--- config.mk ---
export PLATFORM = sky130hd
export DESIGN_NAME = voice_pool_steal_and_mix_unit
export DESIGN_NICKNAME = d
export VERILOG_FILES = /design/src/rtl/core/vpsm_pkg.sv /design/src/rtl/core/vpsm_alu.sv /design/src/rtl/core/voice_pool_steal_and_mix_unit.sv
export SDC_FILE = /design/constraint.sdc
export NUM_CORES = 1
export LEC_CHECK = 0
export BUFFER_PORTS_ARGS = -buffer_cell sky130_fd_sc_hd__buf_2
export CAP_MARGIN = 20
export CORE_MARGIN = 2
export CORE_UTILIZATION = 45
export CTS_CLUSTER_DIAMETER = 100
export CTS_CLUSTER_SIZE = 20
export DETAILED_ROUTE_END_ITERATION = 8
export HOLD_SLACK_MARGIN = 0.05
export PLACE_DENSITY = 0.65
export SLEW_MARGIN = 20
export SYNTH_ARGS = -nofsm -noshare
export SYNTH_HDL_FRONTEND = slang
export SYNTH_SLANG_ARGS = --single-unit
--- constraint.sdc ---
create_clock -name i_clk -period 7.25 [get_ports i_clk]
set_input_delay 0.725 -clock i_clk [delete_from_list [all_inputs] [get_ports i_clk]]
set_output_delay 0.725 -clock i_clk [all_outputs]
set_load 0.02 [all_outputs]
--- src/rtl/core/vpsm_pkg.sv ---
// Shared types, constants and codes for the voice pool steal-and-mix unit.
// No dependencies; used by vpsm_alu and voice_pool_steal_and_mix_unit.
package vpsm_pkg;

    // Pool geometry
    localparam int VOICES     = 4;
    localparam int ORDER_BITS = 32;
    localparam int SMP_W      = 16;
    localparam int IDX_W      = (VOICES > 1) ? $clog2(VOICES) : 1;

    // Shared adder is wide enough for an order compare or a sample sum
    localparam int ALU_W = ((ORDER_BITS > SMP_W + 1) ? ORDER_BITS : SMP_W + 1) + 1;

    // Mixer clamp limits
    localparam int MIX_MAX_I = 32767;
    localparam int MIX_MIN_I = -32767;

    // Action codes
    localparam logic [1:0] ACT_PLAY = 2'd0;
    localparam logic [1:0] ACT_STOP = 2'd1;
    localparam logic [1:0] ACT_MIX  = 2'd2;

    // Input item
    typedef struct packed {
        logic [1:0]              action;
        logic signed [SMP_W-1:0] sample_voice0;
        logic signed [SMP_W-1:0] sample_voice1;
        logic signed [SMP_W-1:0] sample_voice2;
        logic signed [SMP_W-1:0] sample_voice3;
        logic [3:0]              still_playing;
        logic                    buffer_end;
    } t_in_item;

    // Result item
    typedef struct packed {
        logic signed [SMP_W-1:0] mixed_sample;
        logic [1:0]              chosen_voice;
        logic                    stolen;
        logic [3:0]              active_voices;
    } t_out_item;

    // Shared unit operation
    typedef enum logic {
        ALU_CMP,
        ALU_MIX
    } t_alu_op;

    // Shared unit result
    typedef struct packed {
        logic                    lt;
        logic signed [SMP_W-1:0] sum;
    } t_alu_res;

endpackage

--- src/rtl/core/vpsm_alu.sv ---
// Shared arithmetic unit: one adder that serves the order compare and the
// clamped sample accumulate. Depends on vpsm_pkg.
module vpsm_alu (
    input  vpsm_pkg::t_alu_op             i_op,
    input  logic [vpsm_pkg::ALU_W-1:0]    i_a,
    input  logic [vpsm_pkg::ALU_W-1:0]    i_b,
    output vpsm_pkg::t_alu_res            o_res
);

    localparam int W = vpsm_pkg::ALU_W;
    localparam logic signed [W-1:0] SAT_HI = W'(vpsm_pkg::MIX_MAX_I);
    localparam logic signed [W-1:0] SAT_LO = W'(vpsm_pkg::MIX_MIN_I);

    logic                is_cmp;
    logic [W-1:0]        b_opnd;
    logic [W-1:0]        total;
    logic signed [W-1:0] s_total;

    // Compare is a subtract: a + ~b + 1
    assign is_cmp  = (i_op == vpsm_pkg::ALU_CMP);
    assign b_opnd  = is_cmp ? ~i_b : i_b;
    assign total   = i_a + b_opnd + {{(W-1){1'b0}}, is_cmp};
    assign s_total = signed'(total);

    // Operands of a compare are zero-extended, so the sign flags a borrow
    always_comb begin
        o_res.lt = total[W-1];
        if (s_total > SAT_HI) begin
            o_res.sum = vpsm_pkg::SMP_W'(vpsm_pkg::MIX_MAX_I);
        end else if (s_total < SAT_LO) begin
            o_res.sum = vpsm_pkg::SMP_W'(vpsm_pkg::MIX_MIN_I);
        end else begin
            o_res.sum = s_total[vpsm_pkg::SMP_W-1:0];
        end
    end

endmodule

--- src/rtl/core/voice_pool_steal_and_mix_unit.sv ---
// Voice pool allocator with oldest-voice stealing and a clamped sample mixer.
// Top level; depends on vpsm_pkg and vpsm_alu.
//
// A mix item takes one visit per voice through a single shared add/compare
// unit; a play item visits the voices in index order through the same unit.
// The result then passes to the output register. A play scan ends at the first
// free voice or, with all voices busy, after the last one. Stop and unused
// codes skip the scan and go straight to the output step. The block is back
// in idle when the result loads and takes the next item from there. The input
// stalls while an item is in work. The finished result waits in the output
// register so that the next item can already be taken; a result still held
// there by a stalling receiver keeps the block in its last step. No clearing
// pass is needed after reset.
module voice_pool_steal_and_mix_unit (
    input  logic                 i_clk,
    input  logic                 i_rst_n,
    input  logic                 i_in_valid,
    output logic                 o_in_stall,
    input  vpsm_pkg::t_in_item   i_in_item,
    output logic                 o_out_valid,
    input  logic                 i_out_stall,
    output vpsm_pkg::t_out_item  o_out_item
);

    localparam int NV = vpsm_pkg::VOICES;
    localparam int OB = vpsm_pkg::ORDER_BITS;
    localparam int IW = vpsm_pkg::IDX_W;
    localparam int AW = vpsm_pkg::ALU_W;
    localparam int SW = vpsm_pkg::SMP_W;

    typedef enum logic [1:0] {
        S_IDLE,
        S_PLAY,
        S_MIX,
        S_DONE
    } t_state;

    t_state                  r_state;
    vpsm_pkg::t_in_item      r_item;
    vpsm_pkg::t_out_item     r_res;
    vpsm_pkg::t_out_item     r_out_item;
    logic                    r_out_valid;
    logic [IW-1:0]           r_idx;
    logic [IW-1:0]           r_target;
    logic [OB-1:0]           r_best;
    logic signed [SW-1:0]    r_acc;
    logic [NV-1:0]           r_active;
    logic [OB-1:0]           r_order [NV];
    logic [OB-1:0]           r_play_cnt;

    logic signed [SW-1:0]    smp_arr [NV];
    logic [NV-1:0]           still_bits;
    vpsm_pkg::t_alu_op       alu_op;
    logic [AW-1:0]           alu_a;
    logic [AW-1:0]           alu_b;
    vpsm_pkg::t_alu_res      alu_res;
    logic                    idx_last;
    logic                    cur_active;
    logic                    take_this;
    logic [IW-1:0]           win_idx;
    logic [OB-1:0]           n_play_cnt;
    logic signed [SW-1:0]    n_acc;
    logic                    in_take;
    logic                    out_free;

    // Per-voice sample view; voices past the fourth mix in as zero
    always_comb begin
        for (int v = 0; v < NV; v++) begin
            case (v)
                0:       smp_arr[v] = r_item.sample_voice0;
                1:       smp_arr[v] = r_item.sample_voice1;
                2:       smp_arr[v] = r_item.sample_voice2;
                3:       smp_arr[v] = r_item.sample_voice3;
                default: smp_arr[v] = '0;
            endcase
        end
    end

    assign still_bits = NV'(r_item.still_playing);

    // Shared unit operands: order compare while scanning, accumulate while mixing
    always_comb begin
        if (r_state == S_PLAY) begin
            alu_op = vpsm_pkg::ALU_CMP;
            alu_a  = AW'(r_order[r_idx]);
            alu_b  = AW'(r_best);
        end else begin
            alu_op = vpsm_pkg::ALU_MIX;
            alu_a  = AW'(r_acc);
            alu_b  = AW'(smp_arr[r_idx]);
        end
    end

    vpsm_alu u_alu (
        .i_op  (alu_op),
        .i_a   (alu_a),
        .i_b   (alu_b),
        .o_res (alu_res)
    );

    // Scan step decisions
    assign idx_last   = (r_idx == IW'(NV - 1));
    assign cur_active = r_active[r_idx];
    assign take_this  = !cur_active || (r_idx == '0) || alu_res.lt;
    assign win_idx    = take_this ? r_idx : r_target;
    assign n_play_cnt = r_play_cnt + OB'(1);
    assign n_acc      = cur_active ? alu_res.sum : r_acc;

    // Handshakes
    assign o_in_stall  = (r_state != S_IDLE);
    assign in_take     = i_in_valid && !o_in_stall;
    assign out_free    = !r_out_valid || !i_out_stall;
    assign o_out_valid = r_out_valid;
    assign o_out_item  = r_out_item;

    // Sequencer, voice state and output register
    always_ff @(posedge i_clk) begin
        if (!i_rst_n) begin
            r_state     <= S_IDLE;
            r_out_valid <= 1'b0;
            r_active    <= '0;
            r_play_cnt  <= '0;
            for (int v = 0; v < NV; v++) begin
                r_order[v] <= '0;
            end
        end else begin
            // Output valid: set when a result loads, cleared once it is taken
            if (r_state == S_DONE && out_free) begin
                r_out_valid <= 1'b1;
            end else if (r_out_valid && !i_out_stall) begin
                r_out_valid <= 1'b0;
            end

            unique case (r_state)
                S_IDLE: begin
                    if (in_take) begin
                        r_item   <= i_in_item;
                        r_idx    <= '0;
                        r_target <= '0;
                        r_acc    <= '0;
                        r_res    <= '0;
                        unique case (i_in_item.action)
                            vpsm_pkg::ACT_PLAY: r_state <= S_PLAY;
                            vpsm_pkg::ACT_MIX:  r_state <= S_MIX;
                            vpsm_pkg::ACT_STOP: begin
                                r_active <= '0;
                                r_state  <= S_DONE;
                            end
                            default:            r_state <= S_DONE;
                        endcase
                    end
                end

                // Lowest free voice wins; else smallest order, lowest index on a tie
                S_PLAY: begin
                    if (take_this) begin
                        r_target <= r_idx;
                        r_best   <= r_order[r_idx];
                    end
                    if (!cur_active || idx_last) begin
                        r_play_cnt         <= n_play_cnt;
                        r_order[win_idx]   <= n_play_cnt;
                        r_active[win_idx]  <= 1'b1;
                        r_res              <= {r_res.mixed_sample, 2'(win_idx), cur_active,
                                               r_res.active_voices};
                        r_state            <= S_DONE;
                    end else begin
                        r_idx <= r_idx + IW'(1);
                    end
                end

                // Clamped accumulate; finished voices drop at buffer end
                S_MIX: begin
                    r_acc <= n_acc;
                    if (cur_active && r_item.buffer_end && !still_bits[r_idx]) begin
                        r_active[r_idx] <= 1'b0;
                    end
                    if (idx_last) begin
                        r_res.mixed_sample <= n_acc;
                        r_state            <= S_DONE;
                    end else begin
                        r_idx <= r_idx + IW'(1);
                    end
                end

                S_DONE: begin
                    if (out_free) begin
                        r_out_item <= {r_res.mixed_sample, r_res.chosen_voice, r_res.stolen,
                                       4'(r_active)};
                        r_state    <= S_IDLE;
                    end
                end

                default: r_state <= S_IDLE;
            endcase
        end
    end

`ifndef NO_ASSERTIONS
    // A steal only happens with every voice busy
    a_steal_full: assert property (@(posedge i_clk) disable iff (!i_rst_n)
        (r_state == S_DONE && r_res.stolen) |-> (&r_active))
        else $error("voice stolen while a voice was free");

    // The play counter moves only when a play request commits
    a_cnt_play: assert property (@(posedge i_clk) disable iff (!i_rst_n)
        ($past(i_rst_n) && !$stable(r_play_cnt)) |-> ($past(r_state) == S_PLAY))
        else $error("play counter moved outside a play scan");

    // Non-mix items report a zero sample
    a_zero_mix: assert property (@(posedge i_clk) disable iff (!i_rst_n)
        (r_state == S_DONE && r_item.action != vpsm_pkg::ACT_MIX)
            |-> (r_res.mixed_sample == '0))
        else $error("sample reported for a non-mix item");

    // Clamp never yields the most negative code
    a_clamp: assert property (@(posedge i_clk) disable iff (!i_rst_n)
        o_out_valid |-> (o_out_item.mixed_sample != 16'sh8000))
        else $error("mixed sample outside clamp range");
`endif

endmodule

==> impl_results.md <==
* Fin. Hold Viols at 0
* Total CTS buffers at 20
* Hold_buf cts at 0
* Number of synthesized flops with an enable pin at 291
* Final core area utilization at 0.499
* Fin crit period at around 6.0 ns
* Vias in the first global route at 10325
* Slew Limit Headroom at 0.432
* Internal power at 4.43 mW
* Top cells by area, synth: edfxtp_1 (54%), mux4_2 (6.7%), dfxtp_1 (5.1%)
* Clock root cell: clkbuf_16
* Area of the multi-input gates at roughly 6000 sq um
* Worst reg2reg setup slack at 1.24 ns
* HP Class: primary input to flop
* Postcts setup bufs at 0
* Routed wire length at 35.5 mm
* Peak VDD IR at 0.233 mV
* TritonCTS clock tree: built
* Post-place setup slack at 1.28 ns
* Combinational Power Share at 0.511
* FF+latch area at 9560 sq um
* Status: finished, final reports clean
* Skew-Pair Late Insertion Delay at approximately 0.54 ns
* Setup violators final at 0
* Final TNS setup at 0 ns
* Die Height at 193 um
* Post-route clock period utilization at 0.829
* Pre-antenna DRT Iters at 5
* H-tree depth at 1
* Post-Syn Area at 16000 sq um
* Drt drc at 0
* Net Sw Frac at 0.418
* Pwr Total at about 7.6 mW
* Top Ports at 100
* M1 wire length at 16.3 mm
* Crit start category: flop
* Seq/Total Area, Yosys at 0.596
* Initial DRC count at ~840
* RSZ-0062 raised after global routing: false
* Crit. End Element: flop
* Placed insts at 1853
* Worst EP arrival at 6.24 ns
* Detail Placement HPWL at about 25 mm
* Pleak at 6.74 nW
* Largest net degree at the start of global routing at 70
* Setup ws final at around 1.2 ns
* Average routed wire per standard cell at 18.8 um
* Clock network power share at 0.150
* Seq pwr share at 0.339
* Post-synth top flop: edfxtp_1
* Die Wd at 193 um
* Clock transition at path regs at 0.09 ns
* Grt ovf at 0
* # resized after CTS at 0
* First-pass GRT wire length at 56.4 mm
* NetSw at 3.18 mW
* Syn_nets at around 1400
* Final Max Tran Viols at 0
* Top Metal Used: met4
* CTS max path bufs at 3
* Final Skew at 0.0214 ns
* Fill cells at a little over 3000
* Vias per cell at 5.51
* Starting Density at 0.454
* Post-synthesis register bit count at ~330
* # diodes at 0
* GRT Util Overall at 0.196
* Critical path fanouts, max at 28
* ANT nets after route at 0
* Cells after synthesis at 1328
* Met2 routed WL at 16.8 mm
* Post-synthesis area per instance at about 12 sq um
* Pwr Density at 432 nW/um^2
* Ys Warns at 0
* Maximum clock rate at 166 MHz
* Post-synth top area share at 0.545
* DR vias at 10406
* Crit path kind: flop to flop
* Routability Congestion at 0.871
* DIE AREA at ~37000 sq um
* Area leader, netlist: edfxtp_1
* Non-Filler Instances at 1889
* Metal3 WL at 1.70 mm
* Worst slew pin tran at 0.852 ns
* IO buf count at 99
* Number of max-cap violations at 0
* Layout area overhead at 9.91%
* Synth cell types at 71
* Ys async rst share at 0
* Core Area at 35300 sq um
* Crit path required time at 7.48 ns
* Nets at 1532
* Initial antenna violation count at 0
* Fraction of layout cells with a size suffix above 1 at 0.167
* FP Rows at 69
* Clk sink count at 332
==> per-layer routing <==
metal  GRT usage  vias up
met1       0.278     5071
li1            -     5021
met4      0.0408        0
met2       0.327      277
met3      0.0218       37
met5           0        -
==> power by group through the flow <==
stage | combinational, mW | sequential [mW] | clock, mW
floorplan | 2.92 | 2.54 | 0
global placement | 3.83 | 2.61 | 0
detailed placement | 3.84 | 2.62 | 0
CTS | 3.86 | 2.58 | 1.17
global route | 4.29 | 2.61 | 1.24
finish | 3.90 | 2.58 | 1.14
==> area by class of cell <==
| cell class | count | area share |
|---|---|---|
| inverter | 55 | 0.0117 |
| multi-input combinational | 878 | 0.340 |
| clock inverter | 2 | 0.00142 |
| sequential | 332 | 0.542 |
| timing repair buffer | 127 | 0.0407 |
| tap | 461 | 0.0327 |
| clock buffer | 34 | 0.0314 |
==> per-stage QoR <==
step	instance area [sq um]	hold slack, ns
after floorplan	16000	0.400
after global placement	17100	0.401
after detailed placement	17100	0.405
after CTS	17600	0.346
after global routing	17600	0.344
final	17600	0.362
==> worst max-delay path: stages (launching register included) <==
cell and delay (ns):
dfxtp_1 0.35, inv_1 0.13, ha_1 0.59, buf_4 0.42, nand2b_1 0.51, nand2_1 0.12, ha_1 0.52, nand2_1 0.14
or4b_2 0.64, a21oi_1 0.46, a2bb2oi_1 0.23, nor2_1 0.07, or4_1 0.40, nor3b_1 0.21, nand4b_1 0.16, a21boi_2 0.53
a21oi_1 0.21
==> state kept, by name (all words and copies together) (netlist names), named ones only <==
register,flops
r_res,19
still_bits,4
r_order,128
r_acc,16
o_out_valid,1
r_best,32
o_out_item,23
r_state,2
r_target,2
r_active,4
r_item,65
r_idx,2
r_play_cnt,32
==> synth_stat cells (3+ instances only) <==
library cell / instances
edfxtp_1: 291
nand2_1: 188
nor2_1: 142
o21ai_0: 86
a21oi_1: 61
inv_1: 55
mux4_2: 48
ha_1: 42
dfxtp_1: 41
clkbuf_1: 36
xnor2_1: 32
nand3_1: 24
xor2_1: 24
nor3_1: 22
nand4_1: 19
nand2b_1: 18
nor2b_1: 16
mux2_2: 15
a21o_1: 13
and3_1: 13
mux2i_1: 12
o21bai_1: 10
a31oi_1: 9
buf_2: 9
buf_6: 8
buf_1: 7
o211ai_1: 7
nand3b_1: 5
nor4_1: 5
o21a_1: 5
a211oi_1: 4
and2_1: 4
o31ai_1: 4
or2_2: 4
o21ai_1: 3
o22ai_1: 3
==> final timing paths <==
| kind | from | end | cells after the start |
|---|---|---|---|
| worst max-delay path | r_state[1]$_SDFFE_PN0P_ | r_res[15]$_DFFE_PP_ | 16 |
| worst max register to register | r_state[1]$_SDFFE_PN0P_ | r_res[15]$_DFFE_PP_ | 16 |
| worst min register to register | r_res[8]$_DFFE_PP_ | o_out_item[8]$_DFFE_PP_ | 0 |
| worst min-delay path | i_in_item[35] | r_item[35]$_DFFE_PP_ | 1 |
==> cells by family (layout without fill, tap and decap cells) <==
group,after synthesis,after routing,share of synthesized area
AOI/OAI and AO/OA,227,227,0.0857
xor gates and xnor gates,56,56,0.0306
adders and majority gates,43,43,0.0340
buffers and inverters,118,218,0.0324
DFF,332,332,0.596
muxes,77,77,0.0877
and+or+nand+nor,475,475,0.134
==> layout by cell type (no fill, tap or decap), types with 14 or more instances in the layout <==
master	n
xor2_1	24
nor2_1	141
mux2_2	15
dfxtp_1	40
nand4_1	19
o21ai_0	83
clkbuf_16	20
clkbuf_1	14
nand2_1	188
nor3_1	22
nand3_1	24
ha_1	42
nor2b_1	16
xnor2_1	32
edfxtp_1	291
a21oi_1	59
buf_2	99
nand2b_1	18
buf_4	27
mux4_2	48
inv_1	55
(Power assumes the default switching activity.)
